==> src/hw/rtl/assert_macros.svh <==
// Assertion helpers used by the RTL controller.
`ifndef ASSERT_MACROS_SVH
`define ASSERT_MACROS_SVH

// Implication checked on every rising clock edge, disabled in reset.
`define ASSERT_IMPL(label, clk, rst_n, ante, cons, msg) \
    label: assert property (@(posedge clk) disable iff (!rst_n) (ante) |-> (cons)) \
        else $error(msg);

// Next-cycle implication, disabled in reset.
`define ASSERT_NEXT(label, clk, rst_n, ante, cons, msg) \
    label: assert property (@(posedge clk) disable iff (!rst_n) (ante) |=> (cons)) \
        else $error(msg);

`endif

==> src/hw/rtl/pufc_pkg.sv <==
package pufc_pkg;
    localparam int unsigned NODE_COUNT_DEF  = 1024;
    localparam int unsigned WEIGHT_BITS_DEF = 32;
    localparam int unsigned NODE_W          = 10;
    localparam int unsigned WORD_W          = 32;

    // Controller states.
    typedef enum logic [3:0] {
        ST_CLEAR,
        ST_IDLE,
        ST_RD_A,
        ST_WALK_A,
        ST_FIX_A,
        ST_RD_B,
        ST_WALK_B,
        ST_FIX_B,
        ST_DECIDE,
        ST_DONE
    } t_state;

    // Controller to datapath.
    typedef struct packed {
        logic clear;     // write singleton at clear pointer
        logic load;      // capture input word
        logic sel_b;     // walk from node b instead of node a
        logic rd_start;  // issue read of start node
        logic rd_next;   // issue read of current parent
        logic fix_start; // restart at start node for compression
        logic fix_step;  // rewrite current node, issue read of next
        logic save_a;    // keep root/parity of endpoint a
        logic decide;    // join or flag conflict
        logic emit;      // enable conflict and merged result flags
    } t_cmd;

    // Datapath to controller.
    typedef struct packed {
        logic clr_last;  // clearing pass at final entry
        logic valid_in;  // both nodes in range and not frozen
        logic at_root;   // node just read is its own parent
        logic fix_done;  // compression reached the root
    } t_stat;
endpackage

==> src/hw/rtl/pufc_ctrl.sv <==
`include "assert_macros.svh"
module pufc_ctrl
    import pufc_pkg::*;
(
    input  logic  i_clk,
    input  logic  i_rst_n,
    input  logic  start,
    output logic  busy,
    output logic  o_strobe,
    output t_cmd  o_cmd,
    input  t_stat i_stat
);
    t_state r_state, n_state;
    logic   r_fix_b;

    always_ff @(posedge i_clk) begin
        if (!i_rst_n) begin
            r_state <= ST_CLEAR;
            r_fix_b <= 1'b0;
        end else begin
            r_state <= n_state;
            r_fix_b <= (n_state == ST_FIX_B);
        end
    end

    // Next state and command decode.
    always_comb begin
        n_state = r_state;
        o_cmd   = '0;
        busy    = (r_state != ST_IDLE);
        unique case (r_state)
            ST_CLEAR: begin
                o_cmd.clear = 1'b1;
                if (i_stat.clr_last) begin
                    n_state = ST_IDLE;
                end
            end
            ST_IDLE: begin
                if (start) begin
                    o_cmd.load = 1'b1;
                    n_state    = ST_RD_A;
                end
            end
            ST_RD_A: begin
                if (i_stat.valid_in) begin
                    o_cmd.rd_start = 1'b1;
                    n_state        = ST_WALK_A;
                end else begin
                    o_cmd.emit = 1'b1;
                    n_state    = ST_DONE;
                end
            end
            ST_WALK_A, ST_WALK_B: begin
                o_cmd.sel_b = (r_state == ST_WALK_B);
                if (i_stat.at_root) begin
                    o_cmd.fix_start = 1'b1;
                    n_state = (r_state == ST_WALK_A) ? ST_FIX_A : ST_FIX_B;
                end else begin
                    o_cmd.rd_next = 1'b1;
                end
            end
            ST_FIX_A: begin
                if (i_stat.fix_done) begin
                    o_cmd.save_a = 1'b1;
                    n_state      = ST_RD_B;
                end else begin
                    o_cmd.fix_step = 1'b1;
                end
            end
            ST_RD_B: begin
                o_cmd.sel_b    = 1'b1;
                o_cmd.rd_start = 1'b1;
                n_state        = ST_WALK_B;
            end
            ST_FIX_B: begin
                o_cmd.sel_b = 1'b1;
                if (i_stat.fix_done) begin
                    n_state = ST_DECIDE;
                end else begin
                    o_cmd.fix_step = 1'b1;
                end
            end
            ST_DECIDE: begin
                o_cmd.decide = 1'b1;
                o_cmd.emit   = 1'b1;
                n_state      = ST_DONE;
            end
            ST_DONE: begin
                n_state = ST_IDLE;
            end
            default: n_state = ST_IDLE;
        endcase
    end

    assign o_strobe = (r_state == ST_DONE);

    `ASSERT_IMPL(a_strobe_busy, i_clk, i_rst_n, o_strobe, busy, "strobe while idle")
    `ASSERT_NEXT(a_load_busy, i_clk, i_rst_n, o_cmd.load, busy && !o_strobe,
                 "word accepted but block not busy")
    `ASSERT_IMPL(a_one_cmd, i_clk, i_rst_n, 1'b1,
                 $onehot0({o_cmd.rd_start, o_cmd.rd_next, o_cmd.fix_start, o_cmd.fix_step}),
                 "conflicting walk commands")
    `ASSERT_NEXT(a_fixb_track, i_clk, i_rst_n, r_state == ST_FIX_B, r_fix_b || r_state != ST_FIX_B,
                 "fix tracker lost")
endmodule

==> config.mk <==
export PLATFORM = sky130hd
export DESIGN_NAME = pufc_ctrl
export DESIGN_NICKNAME = d
export VERILOG_FILES = /design/src/hw/rtl/pufc_pkg.sv /design/src/hw/rtl/pufc_ctrl.sv
export VERILOG_INCLUDE_DIRS = /design/src /design/src/hw/rtl
export SDC_FILE = /design/constraint.sdc
export NUM_CORES = 1
export LEC_CHECK = 0
export ABC_AREA = 1
export BUFFER_PORTS_ARGS = -buffer_cell sky130_fd_sc_hd__buf_2
export CAP_MARGIN = 20
export CELL_PAD_IN_SITES_DETAIL_PLACEMENT = 1
export CELL_PAD_IN_SITES_GLOBAL_PLACEMENT = 2
export CORE_MARGIN = 2
export CORE_UTILIZATION = 20
export CTS_CLUSTER_DIAMETER = 40
export DETAILED_ROUTE_END_ITERATION = 12
export PLACE_DENSITY = 0.77
export SKIP_CTS_REPAIR_TIMING = 1
export SYNTH_ARGS = -nofsm -noshare
export SYNTH_HDL_FRONTEND = slang
export SYNTH_SLANG_ARGS = --single-unit
==> constraint.sdc <==
create_clock -name i_clk -period 1.5 [get_ports i_clk]
set_input_delay 0.45 -clock i_clk [delete_from_list [all_inputs] [get_ports i_clk]]
set_output_delay 0.45 -clock i_clk [all_outputs]
set_load 0.02 [all_outputs]
# Yosys cells after proc, flatten, opt, wreduce, memory -nomap -nowiden
# Cells that the tools add are included.
# totals
out_inout_bits	12
elab_cells	45
in_bits	7
ff_bits	4
# op_classes
eq_ne	15
n_reduce_logical	5
n_mux	24
# ops
cell	n
$pmux W4 S8	1
$mux W4	6
$eq A4 B3 Y1 const B	4
$mux W1	12
$ne A2 B2 Y1 const B	5
$eq A4 B2 Y1 const B	2
$eq A4 B4 Y1 const B	2
$pmux W1 S2	3
$reduce_or A2 Y1	3
$reduce_and A5 Y1	1
$eq A4 B1 Y1 const B	1
$logic_not A4 Y1	1
$mux W2	2
$ne A4 B1 Y1 const B	1

# Logic depth before layout (Yosys ltp)
# Gate-level depths: netlist of the first run.
# logic_depth
depth_word	4
depth_mapped	9
ltp_nobuf	9

# Least setup slack after synthesis of the first run
# Ideal clock, no wire load.
# synth_timing
path_kind	register -> output
from	register r_state[3]
to	output port o_strobe
t_required_ns	1.050
path_stages_with_launch	3
n_path_buf	0
arrival_time_ns	1.176
slack_ns	-0.126
path_cell_list	dfxtp_1 -> inv_1 -> nor4_1
# synth_via
elab_chain_cells	1
# synth_lines
item	line_no	text
from (decl)	pufc_ctrl.sv:13	t_state r_state, n_state;
from (signal assigned)	pufc_ctrl.sv:21	r_state <= n_state;
$eq A4 B4 Y1	pufc_ctrl.sv:95	assign o_strobe = (r_state == ST_DONE);
to (decl)	pufc_ctrl.sv:9	output logic o_strobe,
# Every way passes these cells.

==> out/results.tsv, run 1 <==
stage	metric	value	unit
yosys	Post-Synth XOR/XNOR Area	0	%
yosys	yosys warns	0	
setup_path	crit path max fanout	5	
grt	vias in the first global route	494	
finish	number of diodes	0	
yosys	Mapped Avg Cell Area	6.03	um^2
finish	max FFs per register	4	
power_and_ir_drop	power per cell area	1810	mW/mm^2
cts	CTS Buf Count	3	
timing	endpoints failing setup	11	
grt	All-Layer GR Usage	11.9	%
setup_path	Reg2Reg Launch Point	r_state[2]	
timing	Tmin final	1.65	ns
power_and_ir_drop	P_leak	0.415	nW
power_and_ir_drop	Combinational Power Share	73.5	%
timing	fin. max-slew vios	0	
finish	post-route non-filler standard cell count	128	
power_and_ir_drop	Clk pwr share	9.6	%
finish	Reg with most FFs	r_state	
timing	worst slew pin tran	0.198	ns
cts	Clock Tree Root	clkbuf_4	
setup_path	worst setup path start	r_state[2]	
finish	biggest regs	r_state: 4 flops	
placed_design	placed insts	118	
min_path	Hold Path Origin	i_rst_n	
yosys	Syn Inst Count	66	
setup_path	CP Launch Type	register	
routing	detailed-route DRC error count	0	
grt	GRT overflow	0	
yosys	Synth Area in Compound Gates	4.72	%
setup_path	Required @ worst endpoint	1.05	ns
job	Max-Cap Viols	0	
routing	Routed WL	1300	um
timing	Total Neg Setup Slack	-1.16	ns
placed_design	GP Congestion	0.768	
routing	Routed WL per cell	10.1	um
routing	DR vias/cell	4.13	
min_path	worst hold path type	in2reg	
power_and_ir_drop	Int Power	0.000731	W
finish	layout cells sized above 1	72.3	%
yosys	largest family of logic cells by synthesized area	simple AND/OR/NAND/NOR gates	
setup_path	Arr. time, crit path	1.20	ns
setup_path	Crit. End Element	primary output	
timing	worst setup margin	-0.150	ns
cts	clock latency on the worst-skew pair	0.24	ns
run_status	failing checks	setup timing	
run_status	status	finished, violations left	
placed_design	DP HPWL	993	um
timing	Clock Skew	0.00292	ns
cts	clk slew on worst S/H paths	0.04	ns
floorplanning	die footprint	0.00236	mm^2
timing	Max Freq	606	MHz
cts	CTS tree	done	
routing	Vias	528	
timing	relative slew slack	86.7	%
placed_design	IO buf count	18	
setup_path	critical path class	reg2out	
yosys	mapped cell area	398	um^2
routing	DRT Pass-1 Iters	1	
power_and_ir_drop	Sequential Power Share	17.0	%
finish	fin util	40.6	%
yosys	area share of fa/ha/maj cells after synthesis	0	%
yosys	sequential cell area fraction in the yosys report	20.1	%
yosys	Mapped Nets	73	
floorplanning	Die W	48.6	um
cts	CTS sink cnt	4	
finish	Layout area overhead	96.2	%
floorplanning	Core Rows	16	
cts	clk buf depth	2	
yosys	#FFs+latches synth	4	
timing	RSZ-0062 raised after global routing	true	
grt	antenna violations before repair	0	
finish	# nets final	110	
power_and_ir_drop	Sw Ratio	48.2	%
routing	Antenna Nets Post-Route	0	
floorplanning	chip height	48.6	um
yosys	multiplexer share of the synthesized area	0	%
grt	largest net degree at the start of global routing	8	
floorplanning	core box area	0.00192	mm^2
power_and_ir_drop	sw power	0.000679	W
routing	Iter 0 DRT Violations	0	
floorplanning	initial core utilization	20.7	%
yosys	Synth cell types	18	
power_and_ir_drop	peak supply drop	799	uV
grt	first-pass GRT wire length	2130	um
timing	Final period util	110	%
floorplanning	# IOs	19	
yosys	Post-Synth Simple-Gate Area	61.9	%
cts	CTS H-tree depth	1	
timing	endpoints failing hold	0	
cell families (layout without fill, tap and decap cells):
group,Yosys count,after routing
AO/OA/AOI/OAI,3,3
buffers and inverters,14,49
AND/OR/NAND/NOR,45,45
flip-flops,4,4
critical path: stages (launching register included):
cell and delay [ns]:
dfxtp_4 0.37, inv_4 0.04, nor2_4 0.17, buf_4 0.14, nand2_2 0.05, nand2_1 0.09
buf_6 0.12
power groups by stage:
stage	logic, W	registers [W]	clock network [W]
final	0.00104	0.000239	0.000135
after global routing	0.00114	0.000247	0.000156
after CTS	0.000778	0.000190	0.000144
after detailed placement	0.000775	0.000191	0
after global placement	0.000757	0.000190	0
after floorplan	0.000501	0.000195	0
cells in the mapped netlist:
cell type  instances  share of area, %
nand2_1           16                15
inv_1             10               9.4
nor2_1             8               7.5
nor2_2             6               9.4
dfxtp_1            4                20
inv_2              4               3.8
nand2_2            4               6.3
nand3_1            3               3.8
nor4_1             2               3.1
a21oi_1            1               1.3
nand2_4            1               2.8
nand3_4            1               4.4
nand3b_1           1               1.9
nand4_1            1               1.6
nor2_4             1               2.8
nor3b_2            1               3.1
o21ai_0            1               1.3
o21ai_2            1               2.2
stage by stage:
stage / cell area (um^2) / hold slack, ns / worst slack (ns) / power [W]
floorplan: 413 / 0.575 / -0.0158 / 0.000696
global placement: 589 / 0.590 / -0.0241 / 0.000947
detailed placement: 589 / 0.622 / -0.0390 / 0.000966
CTS: 612 / 0.481 / -0.299 / 0.00111
global route: 781 / 0.480 / -0.230 / 0.00155
finish: 781 / 0.472 / -0.150 / 0.00141
layer usage:
metal	vias to the layer above	GRT usage, %	routed length [um]
met5	-	0	0
li1	272	-	-
met2	13	20.1	671
met4	0	4.29	0
met3	0	5.86	79
met1	243	12.8	547
placed cells by master (no fill, tap or decap):
master / Yosys / final
buf_4: 0 / 18
nand2_1: 16 / 11
nand2_2: 4 / 8
buf_2: 0 / 8
inv_1: 10 / 7
buf_6: 0 / 6
inv_2: 4 / 5
nor2_4: 1 / 5
nor2_1: 8 / 5
nor2_2: 6 / 5
clkbuf_4: 0 / 3
dfxtp_4: 0 / 3
inv_4: 0 / 2
nand3_1: 3 / 2
nand2_4: 1 / 2
nor4_2: 0 / 2
nand3_2: 0 / 1
a21oi_2: 0 / 1
o21ai_2: 1 / 1
nand4_1: 1 / 1
nand3b_1: 1 / 1
nand3_4: 1 / 1
o21ai_0: 1 / 1
nor3b_2: 1 / 1
dfxtp_2: 0 / 1
final cells by class:
class                           count  area (um^2)
Tap cell                           27         33.8
Fill cell                         266         1140
Multi-Input combinational cell     48          332
Clock buffer                        3         22.5
Inverter                           14         57.6
Sequential cell                     4         92.6
Timing Repair Buffer               32          243
worst paths after layout:
check	slack, ns	depth (start not counted)	to
setup / recovery	-0.15	6	o_cmd[6]
hold / removal	0.47	3	r_state[0]
setup reg to reg	0.13	10	r_state[1]
hold reg to reg	0.59	4	r_state[2]
(Power assumes the default switching activity.)
==> inputs of run 2 (changes only) <==
--- a/config.mk
+++ b/config.mk
@@ -15,6 +15,7 @@
 export CORE_UTILIZATION = 20
 export CTS_CLUSTER_DIAMETER = 40
 export DETAILED_ROUTE_END_ITERATION = 12
+export GPL_TIMING_DRIVEN = 0
 export PLACE_DENSITY = 0.77
 export SKIP_CTS_REPAIR_TIMING = 1
 export SYNTH_ARGS = -nofsm -noshare
==> run 2 against run 1 <==
Net effect:
- the run still ends with setup timing left
- via count decreased by 1.5%
- flip-flop and latch count unchanged
- combinational power decreased by 11%
- total power decreased by 7.0%
- critical endpoint is now o_cmd[5]
- largest power group unchanged
- highest routed layer unchanged
==> out/results.tsv, run 2 (same netlist as run 1, synthesis figures left out) <==
stage	metric	value	unit	change
finish	number of diodes	0		unchanged
placed_design	DP HPWL	903	um	was 993 um
timing	relative slew slack	87.0	%	was 86.7%
cts	CTS Buf Count	3		unchanged
floorplanning	chip height	48.6	um	unchanged
routing	Antenna Nets Post-Route	0		unchanged
finish	fill cell instance count of the final layout	257		was 266
grt	GRT overflow	0		unchanged
grt	All-Layer GR Usage	10.0	%	was 11.9%
routing	Iter 0 DRT Violations	1		was 0
grt	vias in the first global route	445		was 494
setup_path	Required @ worst endpoint	1.05	ns	about the same
floorplanning	Core Rows	16		unchanged
floorplanning	core box area	0.00192	mm^2	unchanged
placed_design	GP Congestion	0.706		was 0.768
timing	worst slew pin tran	0.193	ns	was 0.198 ns
finish	Layout area overhead	88.7	%	was 96.2%
cts	Clock Tree Root	clkbuf_4		unchanged
finish	Reg with most FFs	r_state		unchanged
floorplanning	initial core utilization	20.7	%	unchanged
floorplanning	# IOs	19		unchanged
routing	DR vias/cell	4.26		was 4.13
power_and_ir_drop	P_leak	0.402	nW	was 0.415 nW
finish	layout cells sized above 1	69.5	%	was 72.3%
setup_path	Reg2Reg Launch Point	r_state[2]		unchanged
routing	Vias	520		was 528
routing	Routed WL	1310	um	was 1300 um
setup_path	crit path max fanout	5		unchanged
setup_path	Arr. time, crit path	1.23	ns	was 1.20 ns
finish	post-route non-filler standard cell count	122		was 128
cts	clk slew on worst S/H paths	0.04	ns	about the same
cts	clock latency on the worst-skew pair	0.24	ns	about the same
job	Max-Cap Viols	0		unchanged
timing	Total Neg Setup Slack	-1.34	ns	was -1.16 ns
finish	# nets final	104		was 110
grt	antenna violations before repair	0		unchanged
floorplanning	Die W	48.6	um	unchanged
finish	most common cell after layout, fill and taps aside	buf_4		unchanged
power_and_ir_drop	peak supply drop	656	uV	was 799 uV
timing	Max Freq	597	MHz	was 606 MHz
cts	CTS H-tree depth	1		unchanged
power_and_ir_drop	total power	0.00131	W	was 0.00141 W
setup_path	worst setup path start	r_state[2]		unchanged
routing	DRT Pass-1 Iters	2		was 1
timing	worst setup margin	-0.176	ns	was -0.150 ns
setup_path	Crit. End Element	primary output		unchanged
cts	CTS sink cnt	4		unchanged
min_path	Hold Path Origin	i_rst_n		unchanged
setup_path	critical path class	reg2out		unchanged
timing	endpoints failing hold	0		unchanged
timing	Clock Skew	0.00329	ns	was 0.00292 ns
placed_design	IO buf count	18		unchanged
cts	clk buf depth	2		unchanged
min_path	worst hold path type	in2reg		unchanged
timing	Tmin final	1.68	ns	was 1.65 ns
run_status	status	finished, violations left		unchanged
timing	RSZ-0062 raised after global routing	true		unchanged
finish	fin util	39.1	%	was 40.6%
grt	largest net degree at the start of global routing	8		unchanged
cts	CTS tree	done		unchanged
timing	endpoints failing setup	12		was 11
run_status	failing checks	setup timing		unchanged
setup_path	CP Launch Type	register		unchanged
routing	Routed WL per cell	10.7	um	was 10.1 um
finish	max FFs per register	4		unchanged
placed_design	placed insts	111		was 118
routing	detailed-route DRC error count	0		unchanged
timing	Final period util	112	%	was 110%
floorplanning	die footprint	0.00236	mm^2	unchanged
timing	fin. max-slew vios	0		unchanged
power_and_ir_drop	power per cell area	1750	mW/mm^2	was 1810 mW/mm^2
grt	first-pass GRT wire length	1820	um	was 2130 um
finish	biggest regs	r_state: 4 flops		unchanged
placed_design	Setup WS pre-CTS	-0.0897	ns	was -0.0390 ns
finish	most frequent cells in the layout	buf_4 (13), nand2_2 (9), nand2_1 (9), inv_1 (7), buf_2 (7)		was buf_4 (18), nand2_1 (11), nand2_2 (8), buf_2 (8), inv_1 (7)
[run 2: changes by cell type in the layout (fill, tap and decap cells not counted), sizes merged]
cell	before	now
buf	32	26
[run 2: where the power goes]
part | internal [W] | leakage (nW) | switching [W]
clock | 0.0000893 | 0.0138 | 0.0000420
sequential | 0.000161 | 0.0356 | 0.0000951
combinational | 0.000392 | 0.353 | 0.000534
total | 0.000642 | 0.402 | 0.000671
[run 2: layout make-up]
cell class	count	area (um^2)	share of cell area [%]
clock buffer	3	22.5	3.00
inverter	14	60.1	8.00
multi-input combinational	48	339	45.2
sequential	4	95.1	12.7
tap	27	33.8	4.50
timing repair buffer	26	200	26.7
[run 2: final timing paths]
check / endpoint / slack, ns / depth (start not counted)
hold / removal: r_state[1] / 0.48 / 3
hold reg to reg: r_state[2] / 0.61 / 4
setup / recovery: o_cmd[5] / -0.18 / 7
setup reg to reg: r_state[2] / 0.12 / 10
[run 2: stage by stage]
step | hold WS (ns) | cell area (um^2)
final | 0.478 | 751
after global placement | 0.623 | 537
after global routing | 0.492 | 751
after CTS | 0.482 | 559
after detailed placement | 0.626 | 537
after floorplan | 0.575 | 413
[run 2: layer usage]
layer	GRT usage [%]	wire length, um	vias to the layer above
met1	12.2	517	247
met5	0	0	-
met2	15.5	729	13
li1	-	-	260
met4	1.43	0	0
met3	5.86	63	0
[run 2: critical path, cell delays in order (launching register included)]
cell and delay (ns):
dfxtp_4 0.37, inv_4 0.04, nor2_4 0.18, nand2_2 0.10
nand2_2 0.10, nand2_4 0.05, inv_2 0.05, buf_6 0.10
